File: src/rtl/core/stq_pkg.sv
// ============================================================================
// stq_pkg: shared types and constants of the sorted timeout queue
// Entry layout, command and result codes, controller states and the
// command and status bundles that join the controller to the datapath.
// ============================================================================
package stq_pkg;

    // Queue geometry.
    localparam int DEPTH = 16;
    localparam int IDX_W = $clog2(DEPTH);
    localparam int CNT_W = $clog2(DEPTH + 1);

    // At most this many entries leave the queue on one finished second.
    localparam int MAX_EXPIRE = 16;
    localparam int EXP_W      = $clog2(MAX_EXPIRE + 1);

    // Field widths.
    localparam int CMD_W  = 2;
    localparam int HND_W  = 16;
    localparam int TAG_W  = 32;
    localparam int OFS_W  = 16;
    localparam int SEC_W  = 32;
    localparam int TPS_W  = 7;
    localparam int KIND_W = 2;
    localparam int RCNT_W = 5;

    localparam logic [TPS_W-1:0]  TPS_RESET = 7'd50;
    localparam logic [RCNT_W-1:0] RCNT_MAX  = 5'd31;

    // Input command codes.
    localparam logic [CMD_W-1:0] CMD_TICK    = 2'd0;
    localparam logic [CMD_W-1:0] CMD_INSTALL = 2'd1;
    localparam logic [CMD_W-1:0] CMD_REMOVE  = 2'd2;

    // Result kinds.
    localparam logic [KIND_W-1:0] KIND_INSTALLED = 2'd0;
    localparam logic [KIND_W-1:0] KIND_FULL      = 2'd1;
    localparam logic [KIND_W-1:0] KIND_REMOVED   = 2'd2;
    localparam logic [KIND_W-1:0] KIND_EXPIRED   = 2'd3;

    typedef struct packed {
        logic [SEC_W-1:0] deadline;
        logic [HND_W-1:0] handler;
        logic [TAG_W-1:0] tag;
    } entry_t;

    typedef enum logic [2:0] {
        ST_IDLE,
        ST_DISPATCH,
        ST_INS_SCAN,
        ST_REM_SCAN,
        ST_RESP,
        ST_EXPIRE
    } state_t;

    typedef struct packed {
        logic              load;
        logic              scan_clr;
        logic              scan_inc;
        logic              do_insert;
        logic              do_drop;
        logic              exp_inc;
        logic              out_load;
        logic [KIND_W-1:0] out_kind;
        logic              out_last;
    } dp_cmd_t;

    typedef struct packed {
        logic [CMD_W-1:0] cmd;
        logic             wrap;
        logic             full;
        logic             idx_lt_cnt;
        logic             ins_go;
        logic             match;
        logic             exp_due;
        logic             exp_last;
        logic             out_free;
    } dp_stat_t;

endpackage

File: src/rtl/core/stq_datapath.sv
// ============================================================================
// stq_datapath: entry store, scan counters, prescaler and result register
// Holds the sorted entries in registers that shift by one place on insert
// and delete, and the single result register toward the output channel.
// ============================================================================
module stq_datapath (
    input  logic                         aclk,
    input  logic                         aresetn,
    input  logic                         cfg_wen,
    input  logic [stq_pkg::TPS_W-1:0]    cfg_wdata,
    input  logic [stq_pkg::CMD_W-1:0]    in_cmd,
    input  logic [stq_pkg::HND_W-1:0]    in_handler,
    input  logic [stq_pkg::TAG_W-1:0]    in_tag,
    input  logic [stq_pkg::OFS_W-1:0]    in_offset,
    input  stq_pkg::dp_cmd_t             ctl,
    output stq_pkg::dp_stat_t            stat,
    input  logic                         out_ready,
    output logic                         out_valid,
    output logic [stq_pkg::KIND_W-1:0]   out_kind,
    output logic [stq_pkg::HND_W-1:0]    out_handler,
    output logic [stq_pkg::TAG_W-1:0]    out_tag,
    output logic [stq_pkg::RCNT_W-1:0]   out_count,
    output logic [stq_pkg::SEC_W-1:0]    out_now,
    output logic                         out_last
);

    localparam int DEPTH = stq_pkg::DEPTH;

    stq_pkg::entry_t               ent_reg [DEPTH];
    stq_pkg::entry_t               up_src  [DEPTH];
    stq_pkg::entry_t               dn_src  [DEPTH];
    stq_pkg::entry_t               new_ent;
    stq_pkg::entry_t               sel_ent;

    logic [stq_pkg::CNT_W-1:0]     count_reg, count_next;
    logic [stq_pkg::CNT_W-1:0]     idx_reg;
    logic [stq_pkg::RCNT_W-1:0]    gone_reg;
    logic [stq_pkg::EXP_W-1:0]     exp_n_reg;
    logic [stq_pkg::TPS_W-1:0]     tps_reg;
    logic [stq_pkg::TPS_W-1:0]     ticks_reg;
    logic [stq_pkg::TPS_W-1:0]     reload;
    logic [stq_pkg::SEC_W-1:0]     sec_reg;
    logic                          wrap_reg;
    logic [stq_pkg::CMD_W-1:0]     cmd_reg;
    logic [stq_pkg::HND_W-1:0]     hnd_reg;
    logic [stq_pkg::TAG_W-1:0]     tag_reg;
    logic [stq_pkg::SEC_W-1:0]     when_reg;

    logic                          out_valid_reg;
    logic [stq_pkg::KIND_W-1:0]    out_kind_reg;
    logic [stq_pkg::HND_W-1:0]     out_hnd_reg;
    logic [stq_pkg::TAG_W-1:0]     out_tag_reg;
    logic [stq_pkg::RCNT_W-1:0]    out_cnt_reg;
    logic [stq_pkg::SEC_W-1:0]     out_now_reg;
    logic                          out_last_reg;

    // Neighbor taps for the one-place shifts.
    for (genvar j = 0; j < DEPTH; j++) begin : g_tap
        if (j == 0) begin : g_first
            assign up_src[j] = ent_reg[j];
        end else begin : g_rest
            assign up_src[j] = ent_reg[j-1];
        end
        if (j == DEPTH - 1) begin : g_last
            assign dn_src[j] = ent_reg[j];
        end else begin : g_inner
            assign dn_src[j] = ent_reg[j+1];
        end
    end

    assign new_ent = '{deadline: when_reg, handler: hnd_reg, tag: tag_reg};
    assign sel_ent = ent_reg[idx_reg[stq_pkg::IDX_W-1:0]];
    assign reload  = (tps_reg == '0) ? stq_pkg::TPS_W'(1) : tps_reg;

    always_ff @(posedge aclk) begin
        for (int j = 0; j < DEPTH; j++) begin
            if (ctl.do_insert) begin
                if (stq_pkg::CNT_W'(j) == idx_reg) begin
                    ent_reg[j] <= new_ent;
                end else if (stq_pkg::CNT_W'(j) > idx_reg) begin
                    ent_reg[j] <= up_src[j];
                end
            end else if (ctl.do_drop) begin
                if (stq_pkg::CNT_W'(j) >= idx_reg) begin
                    ent_reg[j] <= dn_src[j];
                end
            end
        end
    end

    always_comb begin
        count_next = count_reg;
        if (ctl.do_insert) begin
            count_next = count_reg + stq_pkg::CNT_W'(1);
        end else if (ctl.do_drop) begin
            count_next = count_reg - stq_pkg::CNT_W'(1);
        end
    end

    // Control state: counters, prescaler, seconds and configuration.
    always_ff @(posedge aclk) begin
        if (!aresetn) begin
            count_reg <= '0;
            tps_reg   <= stq_pkg::TPS_RESET;
            ticks_reg <= stq_pkg::TPS_RESET;
            sec_reg   <= '0;
            wrap_reg  <= 1'b0;
            idx_reg   <= '0;
            gone_reg  <= '0;
            exp_n_reg <= '0;
        end else begin
            count_reg <= count_next;
            if (cfg_wen) begin
                tps_reg <= cfg_wdata;
            end
            if (ctl.load) begin
                wrap_reg <= 1'b0;
                if (in_cmd == stq_pkg::CMD_TICK) begin
                    if (ticks_reg > stq_pkg::TPS_W'(1)) begin
                        ticks_reg <= ticks_reg - stq_pkg::TPS_W'(1);
                    end else begin
                        ticks_reg <= ticks_reg + reload - stq_pkg::TPS_W'(1);
                        sec_reg   <= sec_reg + stq_pkg::SEC_W'(1);
                        wrap_reg  <= 1'b1;
                    end
                end
            end
            if (ctl.scan_clr) begin
                idx_reg   <= '0;
                gone_reg  <= '0;
                exp_n_reg <= '0;
            end else begin
                if (ctl.scan_inc) begin
                    idx_reg <= idx_reg + stq_pkg::CNT_W'(1);
                end
                if (ctl.do_drop && gone_reg != stq_pkg::RCNT_MAX) begin
                    gone_reg <= gone_reg + stq_pkg::RCNT_W'(1);
                end
                if (ctl.exp_inc) begin
                    exp_n_reg <= exp_n_reg + stq_pkg::EXP_W'(1);
                end
            end
        end
    end

    // Captured item.
    always_ff @(posedge aclk) begin
        if (ctl.load) begin
            cmd_reg  <= in_cmd;
            hnd_reg  <= in_handler;
            tag_reg  <= in_tag;
            when_reg <= sec_reg + stq_pkg::SEC_W'(in_offset);
        end
    end

    // Result register.
    always_ff @(posedge aclk) begin
        if (!aresetn) begin
            out_valid_reg <= 1'b0;
        end else if (ctl.out_load) begin
            out_valid_reg <= 1'b1;
        end else if (out_ready) begin
            out_valid_reg <= 1'b0;
        end
    end

    always_ff @(posedge aclk) begin
        if (ctl.out_load) begin
            out_kind_reg <= ctl.out_kind;
            out_now_reg  <= sec_reg;
            out_last_reg <= ctl.out_last;
            if (ctl.out_kind == stq_pkg::KIND_EXPIRED) begin
                out_hnd_reg <= ent_reg[0].handler;
                out_tag_reg <= ent_reg[0].tag;
            end else begin
                out_hnd_reg <= hnd_reg;
                out_tag_reg <= tag_reg;
            end
            out_cnt_reg <= (ctl.out_kind == stq_pkg::KIND_REMOVED) ? gone_reg : '0;
        end
    end

    assign out_valid   = out_valid_reg;
    assign out_kind    = out_kind_reg;
    assign out_handler = out_hnd_reg;
    assign out_tag     = out_tag_reg;
    assign out_count   = out_cnt_reg;
    assign out_now     = out_now_reg;
    assign out_last    = out_last_reg;

    always_comb begin
        stat.cmd        = cmd_reg;
        stat.wrap       = wrap_reg;
        stat.full       = (count_reg == stq_pkg::CNT_W'(DEPTH));
        stat.idx_lt_cnt = (idx_reg < count_reg);
        stat.ins_go     = (sel_ent.deadline < when_reg);
        stat.match      = (sel_ent.handler == hnd_reg) && (sel_ent.tag == tag_reg);
        stat.exp_due    = (exp_n_reg < stq_pkg::EXP_W'(stq_pkg::MAX_EXPIRE))
                          && (count_reg != '0) && (ent_reg[0].deadline <= sec_reg);
        stat.exp_last   = (exp_n_reg == stq_pkg::EXP_W'(stq_pkg::MAX_EXPIRE - 1))
                          || (count_reg == stq_pkg::CNT_W'(1))
                          || (ent_reg[1].deadline > sec_reg);
        stat.out_free   = !out_valid_reg || out_ready;
    end

    a_count_bound: assert property (@(posedge aclk) disable iff (!aresetn)
        count_reg <= stq_pkg::CNT_W'(DEPTH))
        else $error("entry count above depth");

    a_insert_room: assert property (@(posedge aclk) disable iff (!aresetn)
        ctl.do_insert |-> count_reg < stq_pkg::CNT_W'(DEPTH))
        else $error("insert into a full queue");

    a_drop_count: assert property (@(posedge aclk) disable iff (!aresetn)
        ctl.do_drop |=> count_reg == $past(count_reg) - stq_pkg::CNT_W'(1))
        else $error("delete did not lower the count by one");

    a_no_overwrite: assert property (@(posedge aclk) disable iff (!aresetn)
        ctl.out_load |-> stat.out_free)
        else $error("result register loaded while still occupied");

endmodule

File: src/rtl/core/stq_ctrl.sv
// ============================================================================
// stq_ctrl: sequencing state machine of the sorted timeout queue
// Accepts one item at a time and steps the datapath through scan, shift
// and result phases.
// ============================================================================
module stq_ctrl (
    input  logic               aclk,
    input  logic               aresetn,
    input  logic               in_valid,
    output logic               in_ready,
    input  stq_pkg::dp_stat_t  stat,
    output stq_pkg::dp_cmd_t   ctl
);

    stq_pkg::state_t state_reg, state_next;

    always_ff @(posedge aclk) begin
        if (!aresetn) begin
            state_reg <= stq_pkg::ST_IDLE;
        end else begin
            state_reg <= state_next;
        end
    end

    always_comb begin
        state_next = state_reg;
        ctl        = '0;
        in_ready   = 1'b0;
        unique case (state_reg)
            stq_pkg::ST_IDLE: begin
                in_ready = 1'b1;
                if (in_valid) begin
                    ctl.load   = 1'b1;
                    state_next = stq_pkg::ST_DISPATCH;
                end
            end
            stq_pkg::ST_DISPATCH: begin
                ctl.scan_clr = 1'b1;
                unique case (stat.cmd)
                    stq_pkg::CMD_TICK: begin
                        state_next = stat.wrap ? stq_pkg::ST_EXPIRE : stq_pkg::ST_IDLE;
                    end
                    stq_pkg::CMD_INSTALL: begin
                        state_next = stat.full ? stq_pkg::ST_RESP : stq_pkg::ST_INS_SCAN;
                    end
                    stq_pkg::CMD_REMOVE: begin
                        state_next = stq_pkg::ST_REM_SCAN;
                    end
                    default: begin
                        state_next = stq_pkg::ST_IDLE;
                    end
                endcase
            end
            stq_pkg::ST_INS_SCAN: begin
                if (stat.idx_lt_cnt && stat.ins_go) begin
                    ctl.scan_inc = 1'b1;
                end else if (stat.out_free) begin
                    ctl.do_insert = 1'b1;
                    ctl.out_load  = 1'b1;
                    ctl.out_kind  = stq_pkg::KIND_INSTALLED;
                    ctl.out_last  = 1'b1;
                    state_next    = stq_pkg::ST_IDLE;
                end
            end
            stq_pkg::ST_REM_SCAN: begin
                if (stat.idx_lt_cnt) begin
                    if (stat.match) begin
                        ctl.do_drop = 1'b1;
                    end else begin
                        ctl.scan_inc = 1'b1;
                    end
                end else begin
                    state_next = stq_pkg::ST_RESP;
                end
            end
            stq_pkg::ST_RESP: begin
                if (stat.out_free) begin
                    ctl.out_load = 1'b1;
                    ctl.out_last = 1'b1;
                    ctl.out_kind = (stat.cmd == stq_pkg::CMD_INSTALL) ?
                                   stq_pkg::KIND_FULL : stq_pkg::KIND_REMOVED;
                    state_next   = stq_pkg::ST_IDLE;
                end
            end
            stq_pkg::ST_EXPIRE: begin
                if (stat.exp_due) begin
                    if (stat.out_free) begin
                        ctl.out_load = 1'b1;
                        ctl.out_kind = stq_pkg::KIND_EXPIRED;
                        ctl.out_last = stat.exp_last;
                        ctl.do_drop  = 1'b1;
                        ctl.exp_inc  = 1'b1;
                    end
                end else begin
                    state_next = stq_pkg::ST_IDLE;
                end
            end
            default: begin
                state_next = stq_pkg::ST_IDLE;
            end
        endcase
    end

    a_ready_idle: assert property (@(posedge aclk) disable iff (!aresetn)
        ctl.load |=> state_reg == stq_pkg::ST_DISPATCH)
        else $error("accepted item did not move to dispatch");

    a_one_shift: assert property (@(posedge aclk) disable iff (!aresetn)
        !(ctl.do_insert && ctl.do_drop))
        else $error("insert and delete in the same cycle");

    a_last_ends: assert property (@(posedge aclk) disable iff (!aresetn)
        (ctl.out_load && ctl.out_last) |=> state_reg == stq_pkg::ST_IDLE
        || state_reg == stq_pkg::ST_EXPIRE)
        else $error("final result not followed by idle or expiry end");

endmodule

File: src/rtl/core/sorted_timeout_queue_unit.sv
// ============================================================================
// sorted_timeout_queue_unit: sorted timeout queue with a tick prescaler
// Keeps pending timeouts ordered by deadline second; install, remove and
// tick items insert, delete and expire entries.
// ============================================================================
// Flow: an accepted item is dispatched; an install then scans the entries ahead
// of it, a remove scans every entry held, and a finished second expires due
// entries from the head. A refused install goes from dispatch to the response.
// Items are taken one at a time, each only once the last one is done.
// Reset (aresetn low at a clock edge) empties the queue, zeroes the seconds
// counter and loads 50 into the rate register and the prescaler.
// ============================================================================
module sorted_timeout_queue_unit (
    input  logic          aclk,
    input  logic          aresetn,

    // Rate register write port: ticks per second.
    input  logic          cfg_wen,
    input  logic [6:0]    cfg_wdata,

    // Input items.
    input  logic          s_tvalid,
    output logic          s_tready,
    // s_tdata, from bit 0: handler_id[15:0], arg_tag[47:16], offset_seconds[63:48]
    input  logic [63:0]   s_tdata,
    // s_tuser: cmd[1:0]
    input  logic [1:0]    s_tuser,

    // Result items.
    output logic          m_tvalid,
    input  logic          m_tready,
    // m_tdata, from bit 0: out_handler[15:0], out_tag[47:16],
    // removed_count[52:48], now_seconds[84:53], zero fill[87:85]
    output logic [87:0]   m_tdata,
    // m_tuser: kind[1:0]
    output logic [1:0]    m_tuser,
    output logic          m_tlast
);

    stq_pkg::dp_cmd_t  ctl;
    stq_pkg::dp_stat_t stat;

    logic [stq_pkg::HND_W-1:0]  out_handler;
    logic [stq_pkg::TAG_W-1:0]  out_tag;
    logic [stq_pkg::RCNT_W-1:0] out_count;
    logic [stq_pkg::SEC_W-1:0]  out_now;

    // The controller only takes a new item from its idle state; the result
    // register inside the datapath lets a result wait while the next item
    // is already being accepted.
    stq_ctrl u_ctrl (
        .aclk     (aclk),
        .aresetn  (aresetn),
        .in_valid (s_tvalid),
        .in_ready (s_tready),
        .stat     (stat),
        .ctl      (ctl)
    );

    stq_datapath u_dp (
        .aclk        (aclk),
        .aresetn     (aresetn),
        .cfg_wen     (cfg_wen),
        .cfg_wdata   (cfg_wdata),
        .in_cmd      (s_tuser),
        .in_handler  (s_tdata[15:0]),
        .in_tag      (s_tdata[47:16]),
        .in_offset   (s_tdata[63:48]),
        .ctl         (ctl),
        .stat        (stat),
        .out_ready   (m_tready),
        .out_valid   (m_tvalid),
        .out_kind    (m_tuser),
        .out_handler (out_handler),
        .out_tag     (out_tag),
        .out_count   (out_count),
        .out_now     (out_now),
        .out_last    (m_tlast)
    );

    // Pack the result fields, lowest field first, zero filled to bytes.
    assign m_tdata = {3'b000, out_now, out_count, out_tag, out_handler};

endmodule
File: config.mk
export PLATFORM = sky130hd
export DESIGN_NAME = sorted_timeout_queue_unit
export DESIGN_NICKNAME = d
export VERILOG_FILES = /design/src/rtl/core/stq_pkg.sv /design/src/rtl/core/stq_datapath.sv /design/src/rtl/core/stq_ctrl.sv /design/src/rtl/core/sorted_timeout_queue_unit.sv
export SDC_FILE = /design/constraint.sdc
export NUM_CORES = 2
export LEC_CHECK = 0
export BUFFER_PORTS_ARGS = -buffer_cell sky130_fd_sc_hd__buf_2
export CORE_ASPECT_RATIO = 1.4
export CORE_MARGIN = 3
export CORE_UTILIZATION = 35
export CTS_CLUSTER_SIZE = 20
export DETAILED_ROUTE_END_ITERATION = 10
export PLACE_DENSITY = 0.54
export SYNTH_ARGS = -nofsm -noshare
export SYNTH_HDL_FRONTEND = slang
export SYNTH_HIERARCHICAL = 1
export SYNTH_SLANG_ARGS = --single-unit
export TNS_END_PERCENT = 30
File: constraint.sdc
create_clock -name aclk -period 14.6 [get_ports aclk]
set_clock_uncertainty 0.1 [all_clocks]
set_input_delay 2.92 -clock aclk [delete_from_list [all_inputs] [get_ports aclk]]
set_output_delay 2.92 -clock aclk [all_outputs]
set_load 0.02 [all_outputs]
After elaboration in Yosys (flattened, before gate mapping)
Memory sizes are Yosys's and may differ from the RTL's. A register that Yosys moved wholly into a read port is not among the register bits. Index checks and enable logic that the tools add are counted. Widths: inputs -> output; s select.

Add/sub/neg operators: 10. Magnitude comparators: 38. Eq/ne operators: 34. Multiplexer cells: 251. Bitwise gates (word level): 34. Reductions and logical operators: 21.

Operators by type and width (number): $mux 80 (32); $mux 1 (193); $eq 4x5->1 const A (8); $ge 4x5->1 const A (8); $gt 4x5->1 const A (8); $add 32x1->32 const B (1); $add 32x16->32 (1); $eq 32x32->1 (1); $gt 32x32->1 (1); $le 32x32->1 (1); $lt 32x32->1 (1); $mux 32 (1); $or 1x1->1 (32); $mux 3 (7); $add 5x1->5 const B (4); $eq 3x5->1 const A (4); $ge 3x5->1 const A (4); $gt 3x5->1 const A (4); $mux 4 (5); $pmux 3 s6 (1); $eq 16x16->1 (1); $mux 16 (1); $mux 7 (2); $sub 7x1->7 const B (2); 41 further kinds (65).

Register bits after elaboration: 241. Memory bits (writable): 1280. Bits of input ports: 78. Memories kept: 1.

Memory list: u_dp.ent_reg (words 16, bits a word 80, rd ports 17, clocked after memory_dff 1, write ports 16, RTL line stq_datapath.sv:29) `stq_pkg::entry_t ent_reg [DEPTH];`.

Depth between registers and ports, before layout
Word-level depth: 10. Mapped depth: 32. Mapped depth without buffers: 20.

By module
Netlist, hierarchy kept.

Modules (own cells, without submodules): stq_datapath (instances 1, cells an instance 7283, area each 86805.8 µm²); stq_ctrl (instances 1, cells an instance 52, area each 340.3 µm²); sorted_timeout_queue_unit (instances 1, cells an instance 4, area each 26.3 µm²).

Least setup slack after synthesis
OpenSTA, ideal clock, no wires.

Path kind: reg2reg. Start: reg (tool-made name). End: mem u_dp/ent_reg[2][0] (netlist name) (enable). Data arrival time: 10.300 ns. Data required time: 13.883 ns. Setup slack: 3.583 ns. Stages on the path, launching flop included: 26. Buffers on the path: 9. Cell sequence: dfxtp_1 -> buf_6 -> buf_6 -> buf_4 -> buf_4 -> buf_4 -> buf_2 -> buf_2 -> buf_1 -> mux4_2 -> mux4_2 -> ha_1 -> a21o_1 -> a21o_1 -> a21o_1 -> a21o_1 -> a211oi_1 -> o32ai_1 -> a211o_1 -> a31oi_1 -> nand2_1 -> and3_1 -> and2_1 -> clkbuf_1 -> o21ai_1 -> nor3_1.

RTL lines (RTL line): end: declaration (stq_datapath.sv:29).

==> impl_results.md <==
- RSZ-0062 raised after global routing: false
- Gpl congestion: 0.831
- # DRC: 0
- Status: finished, final reports clean
- Yosys reg bits: 1,525
- CP delay by family, top: buffers and inverters
- Fmax: 97.1 MHz
- Final Hold Slack: 0.410 ns
- Max FO, Critical Path: 48
- Tmin final: 10.30 ns
- Adder-Cell Fraction of Synth Area: 2.06%
- Mapped cell area: 87,200 um^2
- Slowest CP cell: a21o_4
- Final setup fails: 0
- Clock tree sinks: 1,525
- Max Buffers Root-to-Sink: 4
- First-pass GRT wire length: 460,000 um
- Distinct cells, synth: 71
- Area grow syn2layout: 10.8%
- Pwr dens: 116 nW/um^2
- Reg-to-reg slack, setup: 4.30 ns
- Hold-critical path depth: 0
- Worst Tran Pin Value: 1.26 ns
- Max reg flops: 1,280
- Core area: 248,000 um^2
- Largest family of logic cells by synthesized area: multiplexers
- Worst hold start: u_dp/sec_reg[28]
- Asr flop ratio synth: 0%
- Crit end category: register
- Clock Latency Late Sink: 0.86 ns
- Min-Delay Endpoint: u_dp/out_now[28]
- Initial antenna violation count: 9
- Global route overflow: 0
- Placed cell area: 91,100 um^2
- Cell mode on critical path: buf_4
- Total Wirelength: 321,000 um
- I/O Buffers: 167
- Hold/Removal Path Class: reg -> reg
- DR iter-0 viols: 6,537
- Pin count of the biggest net entering global routing: 161
- Post-CTS Setup Bufs: 0
- CTS tree: yes
- Reg-to-Reg End: u_dp/ent_reg[14][17]
- Starting Density: 35.2%
- Worst EP arrival: 10.74 ns
- Die height: 597 um
- Final Hold Viols: 0
- FP Rows: 216
- Cell chain of the critical path: buf_4 -> buf_4 -> mux4_2 -> mux4_2 -> ha_1 -> a21o_1 -> a21o_1 -> a21o_1 -> a21o_1 -> a211oi_1 -> o32ai_1 -> a211o_1 -> a31oi_1 -> nand2_1 -> and3_1 -> and2_1 -> nor2b_4 -> buf_4 -> o21ai_4 -> buf_4 -> a21o_4 -> buf_4 -> mux2i_1 -> a21oi_1
- CP Class: reg -> reg
- Gate Count Post-Synth: 7,339
- Drt first pass iters: 6
- Yosys warning count: 6
- Via Count: 62,900
- CTS Root Cell: clkbuf_16
- Multiplexer share of the synthesized area: 24.7%
- Setup TNS: 0 ns
- Main synth FF type: edfxtp_1
- GRT Util Overall: 24.5%
- Gates resized, CTS repair: 0
- Final HPWL DP: 186,000 um
- Worst relative slew slack: 15.8%
- Number of global-route vias before repair: 62,400
- Max-cap violations: 0
- Die W: 428 um
- Seq/Total Area, Yosys: 51.7%
- Simple logic cell fraction of the synthesized area: 7.71%
- R2r worst-path depth: 24
- Total I/O pin count: 171
- Share of layout cells above drive strength 1: 15.6%
- Worst path bufs/invs: 5
- Compound-Gate Fraction of Synth Area: 8.89%
- XOR/XNOR Fraction of Synth Area: 1.34%
- CTS Buf Count: 174
- Final worst path period share: 70.6%
- Startpoint Class: register
- # hold bufs at CTS: 0
- Final Cell Area: 96,500 um^2
- Reg clk slew, reported paths: 0.06 ns
- Placed cells: 10,300
- VDD IR-drop max: 0.0000810 V
- Vias per cell: 5.94
- Avg WL per Cell: 30.3 um
- Non-Filler Instances: 10,600
- Biggest cell delay along the critical path: 0.89 ns
- Post-synth EDFFs: 1,450
- H-tree Lvls: 4
- Die area: 255,000 um^2
- Worst EP required: 15.04 ns
- Final slew viol count: 0
- Syn Area/Cell: 11.9 um^2
- LEAKAGE: 35.7 nW
- Final nets: 7,403
- Routed Antenna Nets: 0
[metal layers]
layer | global-route usage, % | wire length, um | share of wire (%) | vias to the layer above
met2 | 41.0 | 155000 | 48 | 3102
met5 | 0 | 43 | 0.013 | -
met4 | 10.4 | 15500 | 4.8 | 6
met1 | 31.3 | 125000 | 39 | 32000
met3 | 4.08 | 25600 | 8.0 | 657
li1 | - | - | - | 27100
[report_power, final]
| group | switching, mW | internal (mW) |
|---|---|---|
| sequential | 0.234 | 5.15 |
| combinational | 0.863 | 0.528 |
| clock | 1.90 | 2.50 |
| total | 3.00 | 8.18 |
[stage by stage]
step                      setup slack (ns)  power [mW]  utilization (%)
after global placement                4.10        6.82             36.8
after floorplan                       3.58        6.30                -
final                                 4.30        11.2             39.0
after global routing                  3.99        11.5             39.0
after detailed placement              4.31        6.85             36.8
after CTS                             4.34        11.3             39.0
[cells in the mapped netlist, types with 92 or more instances]
cell | number | area [um^2]
a21oi_1 | 501 | 2510
clkbuf_1 | 495 | 1860
edfxtp_1 | 1450 | 43500
ha_1 | 140 | 1750
inv_1 | 116 | 435
mux2_2 | 176 | 1980
mux2i_1 | 1151 | 11500
mux4_2 | 347 | 7820
nand2_1 | 842 | 3160
nor2_1 | 516 | 1940
o21ai_0 | 813 | 4070
xnor2_1 | 92 | 806
[placed cells by master, fill, tap and decap left out, types with 13 or more instances in the layout]
master,count
a211oi_1,15
a21o_1,36
a21oi_1,489
and2_1,39
and3_1,23
buf_12,13
buf_2,167
buf_4,135
clkbuf_1,44
clkbuf_16,181
clkinv_1,32
clkinv_2,24
dfxtp_1,71
edfxtp_1,1450
ha_1,140
inv_1,114
mux2_2,176
mux2i_1,1151
mux4_2,347
nand2_1,833
nand3_1,35
nand4_1,37
nor2_1,510
nor2b_1,26
nor3_1,31
o21a_1,14
o21ai_0,812
xnor2_1,92
xor2_1,41
[worst max-delay path by stage]
stage	end	slack, ns	depth (start not counted)
2_1_floorplan	u_dp/ent_reg[2][0]	3.58	25
3_3_place_gp	u_dp/ent_reg[0][34]	4.10	18
3_5_place_dp	u_dp/ent_reg[14][16]	4.31	24
4_1_cts	u_dp/ent_reg[14][17]	4.34	24
5_1_grt	u_dp/ent_reg[14][65]	3.99	24
6_report	u_dp/ent_reg[14][17]	4.30	24
[cell type report]
type	instances	area (um^2)
antenna	3	7.51
clock buffer	229	4750
clock inverter	79	693
fill	23700	151000
inverter	118	453
multi-input combinational	5049	39400
sequential	1525	45100
tap	3270	4090
timing repair buffer	315	2110
[cell families after synthesis]
| kind of cell | count (synthesis) |
|---|---|
| compound gates | 1466 |
| simple gates | 1623 |
| flops | 1525 |
| buf+inv | 767 |
| xor+xnor | 133 |
| other cells | 1 |
| fa+ha+maj | 142 |
| mux | 1682 |
Power figures use the tool's default switching activity.
